`config.mk`:
```
export PLATFORM = sky130hd
export DESIGN_NAME = round_robin_unit_dispatcher
export DESIGN_NICKNAME = d
export VERILOG_FILES = /design/src/hdl/rrud_pkg.sv /design/src/hdl/round_robin_unit_dispatcher.sv
export SDC_FILE = /design/constraint.sdc
export NUM_CORES = 1
export LEC_CHECK = 0
export BUFFER_PORTS_ARGS = -buffer_cell sky130_fd_sc_hd__buf_2
export CORE_MARGIN = 2
export CORE_UTILIZATION = 54
export CTS_BUF_LIST = sky130_fd_sc_hd__clkbuf_16
export CTS_CLUSTER_SIZE = 12
export DETAILED_ROUTE_END_ITERATION = 16
export PLACE_DENSITY = 0.79
export SLEW_MARGIN = 20
export SYNTH_ARGS = -nofsm -noshare
export SYNTH_HDL_FRONTEND = slang
export SYNTH_SLANG_ARGS = --single-unit
export TNS_END_PERCENT = 1
```
`constraint.sdc`:
```
create_clock -name aclk -period 4.45 [get_ports aclk]
set_input_delay 0.89 -clock aclk [delete_from_list [all_inputs] [get_ports aclk]]
set_output_delay 0.89 -clock aclk [all_outputs]
set_load 0.005 [all_outputs]
```
`src/hdl/rrud_pkg.sv`:
```
// ----------------------------------------------------------------------------
// rrud_pkg
// shared types and constants of the round robin unit dispatcher
// ----------------------------------------------------------------------------
package rrud_pkg;

    localparam int MAX_UNITS = 16;
    localparam int SLOT_W    = $clog2(MAX_UNITS);
    localparam int COUNT_W   = $clog2(MAX_UNITS + 1);
    localparam int ID_W      = 16;
    localparam int TASK_W    = 16;

    typedef enum logic [1:0] {
        MODE_ADD      = 2'd0,
        MODE_DISPATCH = 2'd1,
        MODE_MARK_AV  = 2'd2,
        MODE_MARK_MT  = 2'd3
    } mode_t;

    typedef enum logic [1:0] {
        UNIT_AVAILABLE = 2'd0,
        UNIT_BUSY      = 2'd1,
        UNIT_MAINT     = 2'd2
    } unit_state_t;

    typedef enum logic [2:0] {
        RES_OK       = 3'd0,
        RES_EMPTY    = 3'd1,
        RES_NONE     = 3'd2,
        RES_NOTFOUND = 3'd3,
        RES_FULL     = 3'd4
    } result_t;

    typedef enum logic [1:0] {
        FSM_IDLE,
        FSM_ADD,
        FSM_SCAN,
        FSM_RESP
    } fsm_t;

    typedef struct packed {
        logic [ID_W-1:0]   id;
        logic [1:0]        state;
        logic [TASK_W-1:0] tasks;
    } entry_t;

endpackage

```
`src/hdl/round_robin_unit_dispatcher.sv`:
```
// ----------------------------------------------------------------------------
// round_robin_unit_dispatcher
// ring of worker entries held in an entry memory and a link memory, with
// add, round robin dispatch and mark operations, one result word per input
// ----------------------------------------------------------------------------
// order: a full ring (add) or an empty ring (dispatch, mark) goes straight to the response;
//   an add writes the new entry and its link first; dispatch and mark scan ring entries
//   (one per cycle through the registered memory read) up to a hit or MAX_UNITS entries
// throughput: one word in flight, next word taken once the result is registered
// reset: pointers, unit count and handshake state cleared; memories not cleared
// ----------------------------------------------------------------------------
module round_robin_unit_dispatcher (
    input  logic        aclk,
    input  logic        aresetn,
    input  logic        s_tvalid,
    output logic        s_tready,
    input  logic [15:0] s_tdata,   // [15:0] unit_id
    input  logic [1:0]  s_tuser,   // [1:0] mode
    output logic        m_tvalid,
    input  logic        m_tready,
    output logic [39:0] m_tdata    // [2:0] status, [18:3] chosen_id, [34:19] task_total
);

    rrud_pkg::entry_t entry_mem [rrud_pkg::MAX_UNITS];
    logic [rrud_pkg::SLOT_W-1:0] link_mem [rrud_pkg::MAX_UNITS];

    rrud_pkg::fsm_t state_reg, state_next;

    logic [rrud_pkg::SLOT_W-1:0]  rot_reg, rot_next;
    logic [rrud_pkg::SLOT_W-1:0]  tail_reg, tail_next;
    logic [rrud_pkg::COUNT_W-1:0] count_reg, count_next;
    logic [rrud_pkg::SLOT_W-1:0]  cur_reg, cur_next;
    logic [rrud_pkg::COUNT_W-1:0] tried_reg, tried_next;
    logic [1:0]                   mode_reg, mode_next;
    logic [rrud_pkg::ID_W-1:0]    id_reg, id_next;

    logic [2:0]                   res_status_reg, res_status_next;
    logic [rrud_pkg::ID_W-1:0]    res_id_reg, res_id_next;
    logic [rrud_pkg::TASK_W-1:0]  res_tasks_reg, res_tasks_next;

    logic                         m_valid_reg, m_valid_next;
    logic [39:0]                  m_data_reg, m_data_next;

    rrud_pkg::entry_t             rd_entry;
    logic [rrud_pkg::SLOT_W-1:0]  rd_link;
    logic [rrud_pkg::SLOT_W-1:0]  rd_addr;

    logic                         ent_we;
    logic [rrud_pkg::SLOT_W-1:0]  ent_waddr;
    rrud_pkg::entry_t             ent_wdata;
    logic                         lnk_we;
    logic [rrud_pkg::SLOT_W-1:0]  lnk_waddr;
    logic [rrud_pkg::SLOT_W-1:0]  lnk_wdata;

    logic                         accept;
    logic                         full;
    logic                         hit;
    logic                         last_try;
    logic [rrud_pkg::SLOT_W-1:0]  new_slot;
    logic [rrud_pkg::TASK_W-1:0]  tasks_inc;

    assign accept    = s_tvalid && s_tready;
    assign full      = (count_reg == rrud_pkg::COUNT_W'(rrud_pkg::MAX_UNITS));
    assign new_slot  = count_reg[rrud_pkg::SLOT_W-1:0];
    assign last_try  = (rrud_pkg::COUNT_W'(tried_reg + 1'b1) == count_reg);
    assign tasks_inc = (rd_entry.tasks == '1) ? rd_entry.tasks
                                              : rd_entry.tasks + 1'b1;
    assign hit       = (mode_reg == rrud_pkg::MODE_DISPATCH)
                       ? (rd_entry.state == rrud_pkg::UNIT_AVAILABLE)
                       : (rd_entry.id == id_reg);
    assign rd_addr   = (state_reg == rrud_pkg::FSM_IDLE) ? rot_reg : rd_link;

    assign s_tready  = (state_reg == rrud_pkg::FSM_IDLE);
    assign m_tvalid  = m_valid_reg;
    assign m_tdata   = m_data_reg;

    // memories
    always_ff @(posedge aclk) begin
        rd_entry <= entry_mem[rd_addr];
        rd_link  <= link_mem[rd_addr];
        if (ent_we) begin
            entry_mem[ent_waddr] <= ent_wdata;
        end
        if (lnk_we) begin
            link_mem[lnk_waddr] <= lnk_wdata;
        end
    end

    // next state
    always_comb begin
        state_next = state_reg;
        case (state_reg)
            rrud_pkg::FSM_IDLE: begin
                if (accept) begin
                    if (s_tuser == rrud_pkg::MODE_ADD) begin
                        state_next = full ? rrud_pkg::FSM_RESP : rrud_pkg::FSM_ADD;
                    end else begin
                        state_next = (count_reg == '0) ? rrud_pkg::FSM_RESP
                                                       : rrud_pkg::FSM_SCAN;
                    end
                end
            end
            rrud_pkg::FSM_ADD: begin
                state_next = rrud_pkg::FSM_RESP;
            end
            rrud_pkg::FSM_SCAN: begin
                if (hit || last_try) begin
                    state_next = rrud_pkg::FSM_RESP;
                end
            end
            rrud_pkg::FSM_RESP: begin
                if (!m_valid_reg || m_tready) begin
                    state_next = rrud_pkg::FSM_IDLE;
                end
            end
            default: begin
                state_next = rrud_pkg::FSM_IDLE;
            end
        endcase
    end

    // datapath and memory writes
    always_comb begin
        rot_next        = rot_reg;
        tail_next       = tail_reg;
        count_next      = count_reg;
        cur_next        = cur_reg;
        tried_next      = tried_reg;
        mode_next       = mode_reg;
        id_next         = id_reg;
        res_status_next = res_status_reg;
        res_id_next     = res_id_reg;
        res_tasks_next  = res_tasks_reg;
        m_valid_next    = m_valid_reg && !m_tready;
        m_data_next     = m_data_reg;
        ent_we          = 1'b0;
        ent_waddr       = cur_reg;
        ent_wdata       = rd_entry;
        lnk_we          = 1'b0;
        lnk_waddr       = tail_reg;
        lnk_wdata       = new_slot;
        case (state_reg)
            rrud_pkg::FSM_IDLE: begin
                if (accept) begin
                    mode_next       = s_tuser;
                    id_next         = s_tdata;
                    cur_next        = rot_reg;
                    tried_next      = '0;
                    res_id_next     = '0;
                    res_tasks_next  = '0;
                    if (s_tuser == rrud_pkg::MODE_ADD) begin
                        res_status_next = full ? rrud_pkg::RES_FULL : rrud_pkg::RES_OK;
                        // link old tail to the new slot
                        lnk_we = !full;
                    end else begin
                        res_status_next = rrud_pkg::RES_EMPTY;
                    end
                end
            end
            rrud_pkg::FSM_ADD: begin
                ent_we          = 1'b1;
                ent_waddr       = new_slot;
                ent_wdata.id    = id_reg;
                ent_wdata.state = rrud_pkg::UNIT_AVAILABLE;
                ent_wdata.tasks = '0;
                lnk_we          = 1'b1;
                lnk_waddr       = new_slot;
                lnk_wdata       = (count_reg == '0) ? new_slot : rot_reg;
                if (count_reg == '0) begin
                    rot_next = new_slot;
                end
                tail_next  = new_slot;
                count_next = rrud_pkg::COUNT_W'(count_reg + 1'b1);
            end
            rrud_pkg::FSM_SCAN: begin
                if (hit) begin
                    ent_we          = 1'b1;
                    res_status_next = rrud_pkg::RES_OK;
                    if (mode_reg == rrud_pkg::MODE_DISPATCH) begin
                        ent_wdata.state = rrud_pkg::UNIT_BUSY;
                        ent_wdata.tasks = tasks_inc;
                        res_id_next     = rd_entry.id;
                        res_tasks_next  = tasks_inc;
                        tail_next       = cur_reg;
                        rot_next        = rd_link;
                    end else if (mode_reg == rrud_pkg::MODE_MARK_AV) begin
                        ent_wdata.state = rrud_pkg::UNIT_AVAILABLE;
                    end else begin
                        ent_wdata.state = rrud_pkg::UNIT_MAINT;
                    end
                end else if (last_try) begin
                    res_status_next = (mode_reg == rrud_pkg::MODE_DISPATCH)
                                      ? rrud_pkg::RES_NONE : rrud_pkg::RES_NOTFOUND;
                end else begin
                    cur_next   = rd_link;
                    tried_next = rrud_pkg::COUNT_W'(tried_reg + 1'b1);
                end
            end
            rrud_pkg::FSM_RESP: begin
                if (!m_valid_reg || m_tready) begin
                    m_valid_next = 1'b1;
                    m_data_next  = {5'd0, res_tasks_reg, res_id_reg, res_status_reg};
                end
            end
            default: begin
            end
        endcase
    end

    always_ff @(posedge aclk) begin
        if (!aresetn) begin
            state_reg   <= rrud_pkg::FSM_IDLE;
            rot_reg     <= '0;
            tail_reg    <= '0;
            count_reg   <= '0;
            m_valid_reg <= 1'b0;
        end else begin
            state_reg   <= state_next;
            rot_reg     <= rot_next;
            tail_reg    <= tail_next;
            count_reg   <= count_next;
            m_valid_reg <= m_valid_next;
        end
    end

    always_ff @(posedge aclk) begin
        cur_reg        <= cur_next;
        tried_reg      <= tried_next;
        mode_reg       <= mode_next;
        id_reg         <= id_next;
        res_status_reg <= res_status_next;
        res_id_reg     <= res_id_next;
        res_tasks_reg  <= res_tasks_next;
        m_data_reg     <= m_data_next;
    end

endmodule
```
==> reports/summary.txt <==
Syn Std Cell Area -> 0.0298 mm2
Share of cells above drive strength 1 -> 0.243
Pin count of the biggest net entering global routing -> 38
Worst skew pair latency -> 620 ps
RR Startpoint -> state_reg[0]$_SDFFE_PN0P_
Largest Register -> entry_mem
Max-slew headroom -> 0.280
Synthesis-to-finish area growth -> 13.3%
First-pass GRT wire length -> 98900 um
RSZ-0062 raised after global routing -> no
Core Region -> 0.0548 mm2
Buffers on Ports -> 58
GRT overflow -> 0
Hold Fails Final Rpt -> 0
Core Util, Final -> 0.615
Crit-path cells -> inv_1 -> ha_1 -> mux2i_4 -> buf_4 -> buf_4 -> mux4_2 -> and2_1 -> a211oi_1 -> a31oi_1
# DRC -> 0
Synth warn -> 0
Overall routing resource usage -> 0.235
Hold Path Sink -> m_tdata[4]$_DFFE_PP_
Die height -> 239 um
Routed len/inst -> 26.2 um
Synth unique cells -> 60
Post-route antenna net violation count -> 0
Vias in the first global route -> 16100
Drt initial violations -> 1969
Clock sinks -> 759
Post-Route WL -> 65100 um
Fin nets -> 1746
DP Wirelength -> 37100 um
FF-to-FF setup slack -> 830 ps
Initial cell density of the core -> 0.543
Post-CTS Setup Inserts -> 0
WS Path Type -> reg -> reg
Final setup viols -> 0
Most frequent CP cell -> buf_4
Worst hold path class -> reg -> reg
Leakage -> 0.0114 uW
# IOs -> 64
Total negative slack -> 0 ps
Synth Instances -> 1592
Max rail drop VDD -> 0.436 mV
Crit path DAT -> 4110 ps
Max Slew Vio Count -> 0
Clock root cell -> clkbuf_16
Worst r2r dst -> rd_entry[33]$_DFF_P_
Fmax -> 276 MHz
Crit Path Max Fanout -> 20
EDFF count, synth -> 705
Vias per cell -> 6.33
Final Wtd Congestion -> 0.841
Flop and latch count out of synthesis -> 759
First-pass DRT Iterations -> 6
Top FF cell, synth -> edfxtp_1
# resized after CTS -> 0
Critical Path RT -> 4930 ps
MaxCap Viol Count -> 0
Skew final -> 21.2 ps
# hold bufs at CTS -> 0
H-tree Lvls -> 3
Max reg flops -> 544
Die ar. -> 0.0570 mm2
FF-to-FF path depth -> 9
Max stage delay on crit path -> 650 ps
CP max-delay cell -> ha_1
WHS Path Cells -> 0
Outcome -> complete, no violations
Most common cell after layout, fill and taps aside -> edfxtp_1
FP Rows -> 86
Minimum clock period -> 3620 ps
DR vias -> 15700
N_diodes -> 0
Mean Syn Cell Area -> 18.7 um2
Sequential-to-total area share from yosys stat -> 0.748
Async set or reset register ratio after synthesis -> 0
Initial antenna violation count -> 0
CTS tree -> built
Pwr Total -> 24300 uW
Die width -> 239 um
Final worst setup slack -> 827 ps
Startpoint types -> flop
Reg clk slew, reported paths -> 60 ps
Fill cells -> 3600
CP endpoint kind -> flop
P per Cell Area -> 722 mW/mm2
Hold path startpoint -> res_id_reg[1]$_SDFFCE_PN0P_
Most frequent cells in the layout -> edfxtp_1 (705), mux4_2 (152), nand2_1 (119)
TritonCTS Buffers -> 78
Fin crit share -> 0.814
Maximum root-to-sink buffer count -> 3
Slew @ Worst Pin -> 1060 ps
Pre-CTS WS -> 882 ps
[synth_stat cells, types with 15 or more instances]
| library cell | count | area [um2] |
|---|---|---|
| edfxtp_1 | 705 | 21200 |
| nand3_1 | 16 | 80.1 |
| a211oi_1 | 38 | 285 |
| mux2_2 | 24 | 270 |
| nor2_1 | 64 | 240 |
| a31oi_1 | 52 | 325 |
| clkbuf_1 | 48 | 180 |
| dfxtp_1 | 54 | 1080 |
| mux4_2 | 152 | 3420 |
| xor2_1 | 21 | 184 |
| nand2_1 | 119 | 447 |
| inv_1 | 20 | 75.1 |
| a21oi_1 | 25 | 125 |
| buf_2 | 15 | 75.1 |
| o21ai_0 | 30 | 150 |
| and2_1 | 66 | 413 |
[critical path, delay by kind of cell (launching register included)]
kind / cells / cell delay [ps]
simple gates: 1 / 180
fa+ha+maj: 1 / 650
compound gates: 2 / 340
buf+inv: 3 / 820
mux: 2 / 1120
flops: 1 / 340
[cell type report]
cell class                      count  area, um2  area share
Sequential cell                   759      22300       0.660
Clock inverter                     62        342      0.0101
Tap cell                          704        881      0.0261
Inverter                           20       75.1     0.00223
Clock buffer                       82       2050      0.0609
Multi-Input combinational cell    728       7160       0.212
Timing Repair Buffer              128        948      0.0281
[how the worst max path moves through the flow]
stage | slack (ps) | endpoint | start
floorplan | 870 | res_id_reg[0]$_SDFFCE_PN0P_ | s_tvalid
global placement | 1000 | rd_entry[18]$_DFF_P_ | state_reg[0]$_SDFFE_PN0P_
detailed placement | 880 | rd_entry[33]$_DFF_P_ | state_reg[0]$_SDFFE_PN0P_
CTS | 790 | rd_entry[33]$_DFF_P_ | state_reg[0]$_SDFFE_PN0P_
global route | 580 | rd_entry[31]$_DFF_P_ | state_reg[1]$_SDFFE_PN0P_
finish | 830 | rd_entry[33]$_DFF_P_ | state_reg[0]$_SDFFE_PN0P_
[per-stage QoR]
step	hold slack [ps]	instance area [um2]	std cells
after floorplan	400	29800	1596
after global placement	403	31300	2338
after detailed placement	406	31300	2338
after CTS	411	33700	2482
after global routing	409	33700	2483
final	410	33700	2483
[cells by family after synthesis]
group	count (synthesis)	synth area share
mux	188	0.129
flops	759	0.748
simple gates	310	0.0494
compound gates	182	0.0404
xor+xnor	34	0.0110
fa+ha+maj	9	0.00378
buf+inv	109	0.0189
other cells	1	0.000126
[where the power goes]
part	switching, uW	total, uW	leakage [uW]	internal (uW)
clock	2580	6060	0.00131	3480
sequential	509	10300	0.00694	9770
combinational	4750	8000	0.00314	3250
total	7840	24300	0.0114	16500
[routing by layer]
layer	up-vias	global-route usage	part of all wire
met5	-	0	0
met2	912	0.378	0.49
met1	8024	0.323	0.38
met4	0	0.0873	0.032
li1	6604	-	-
met3	169	0.0468	0.094
Power figures use the tool's default switching activity.
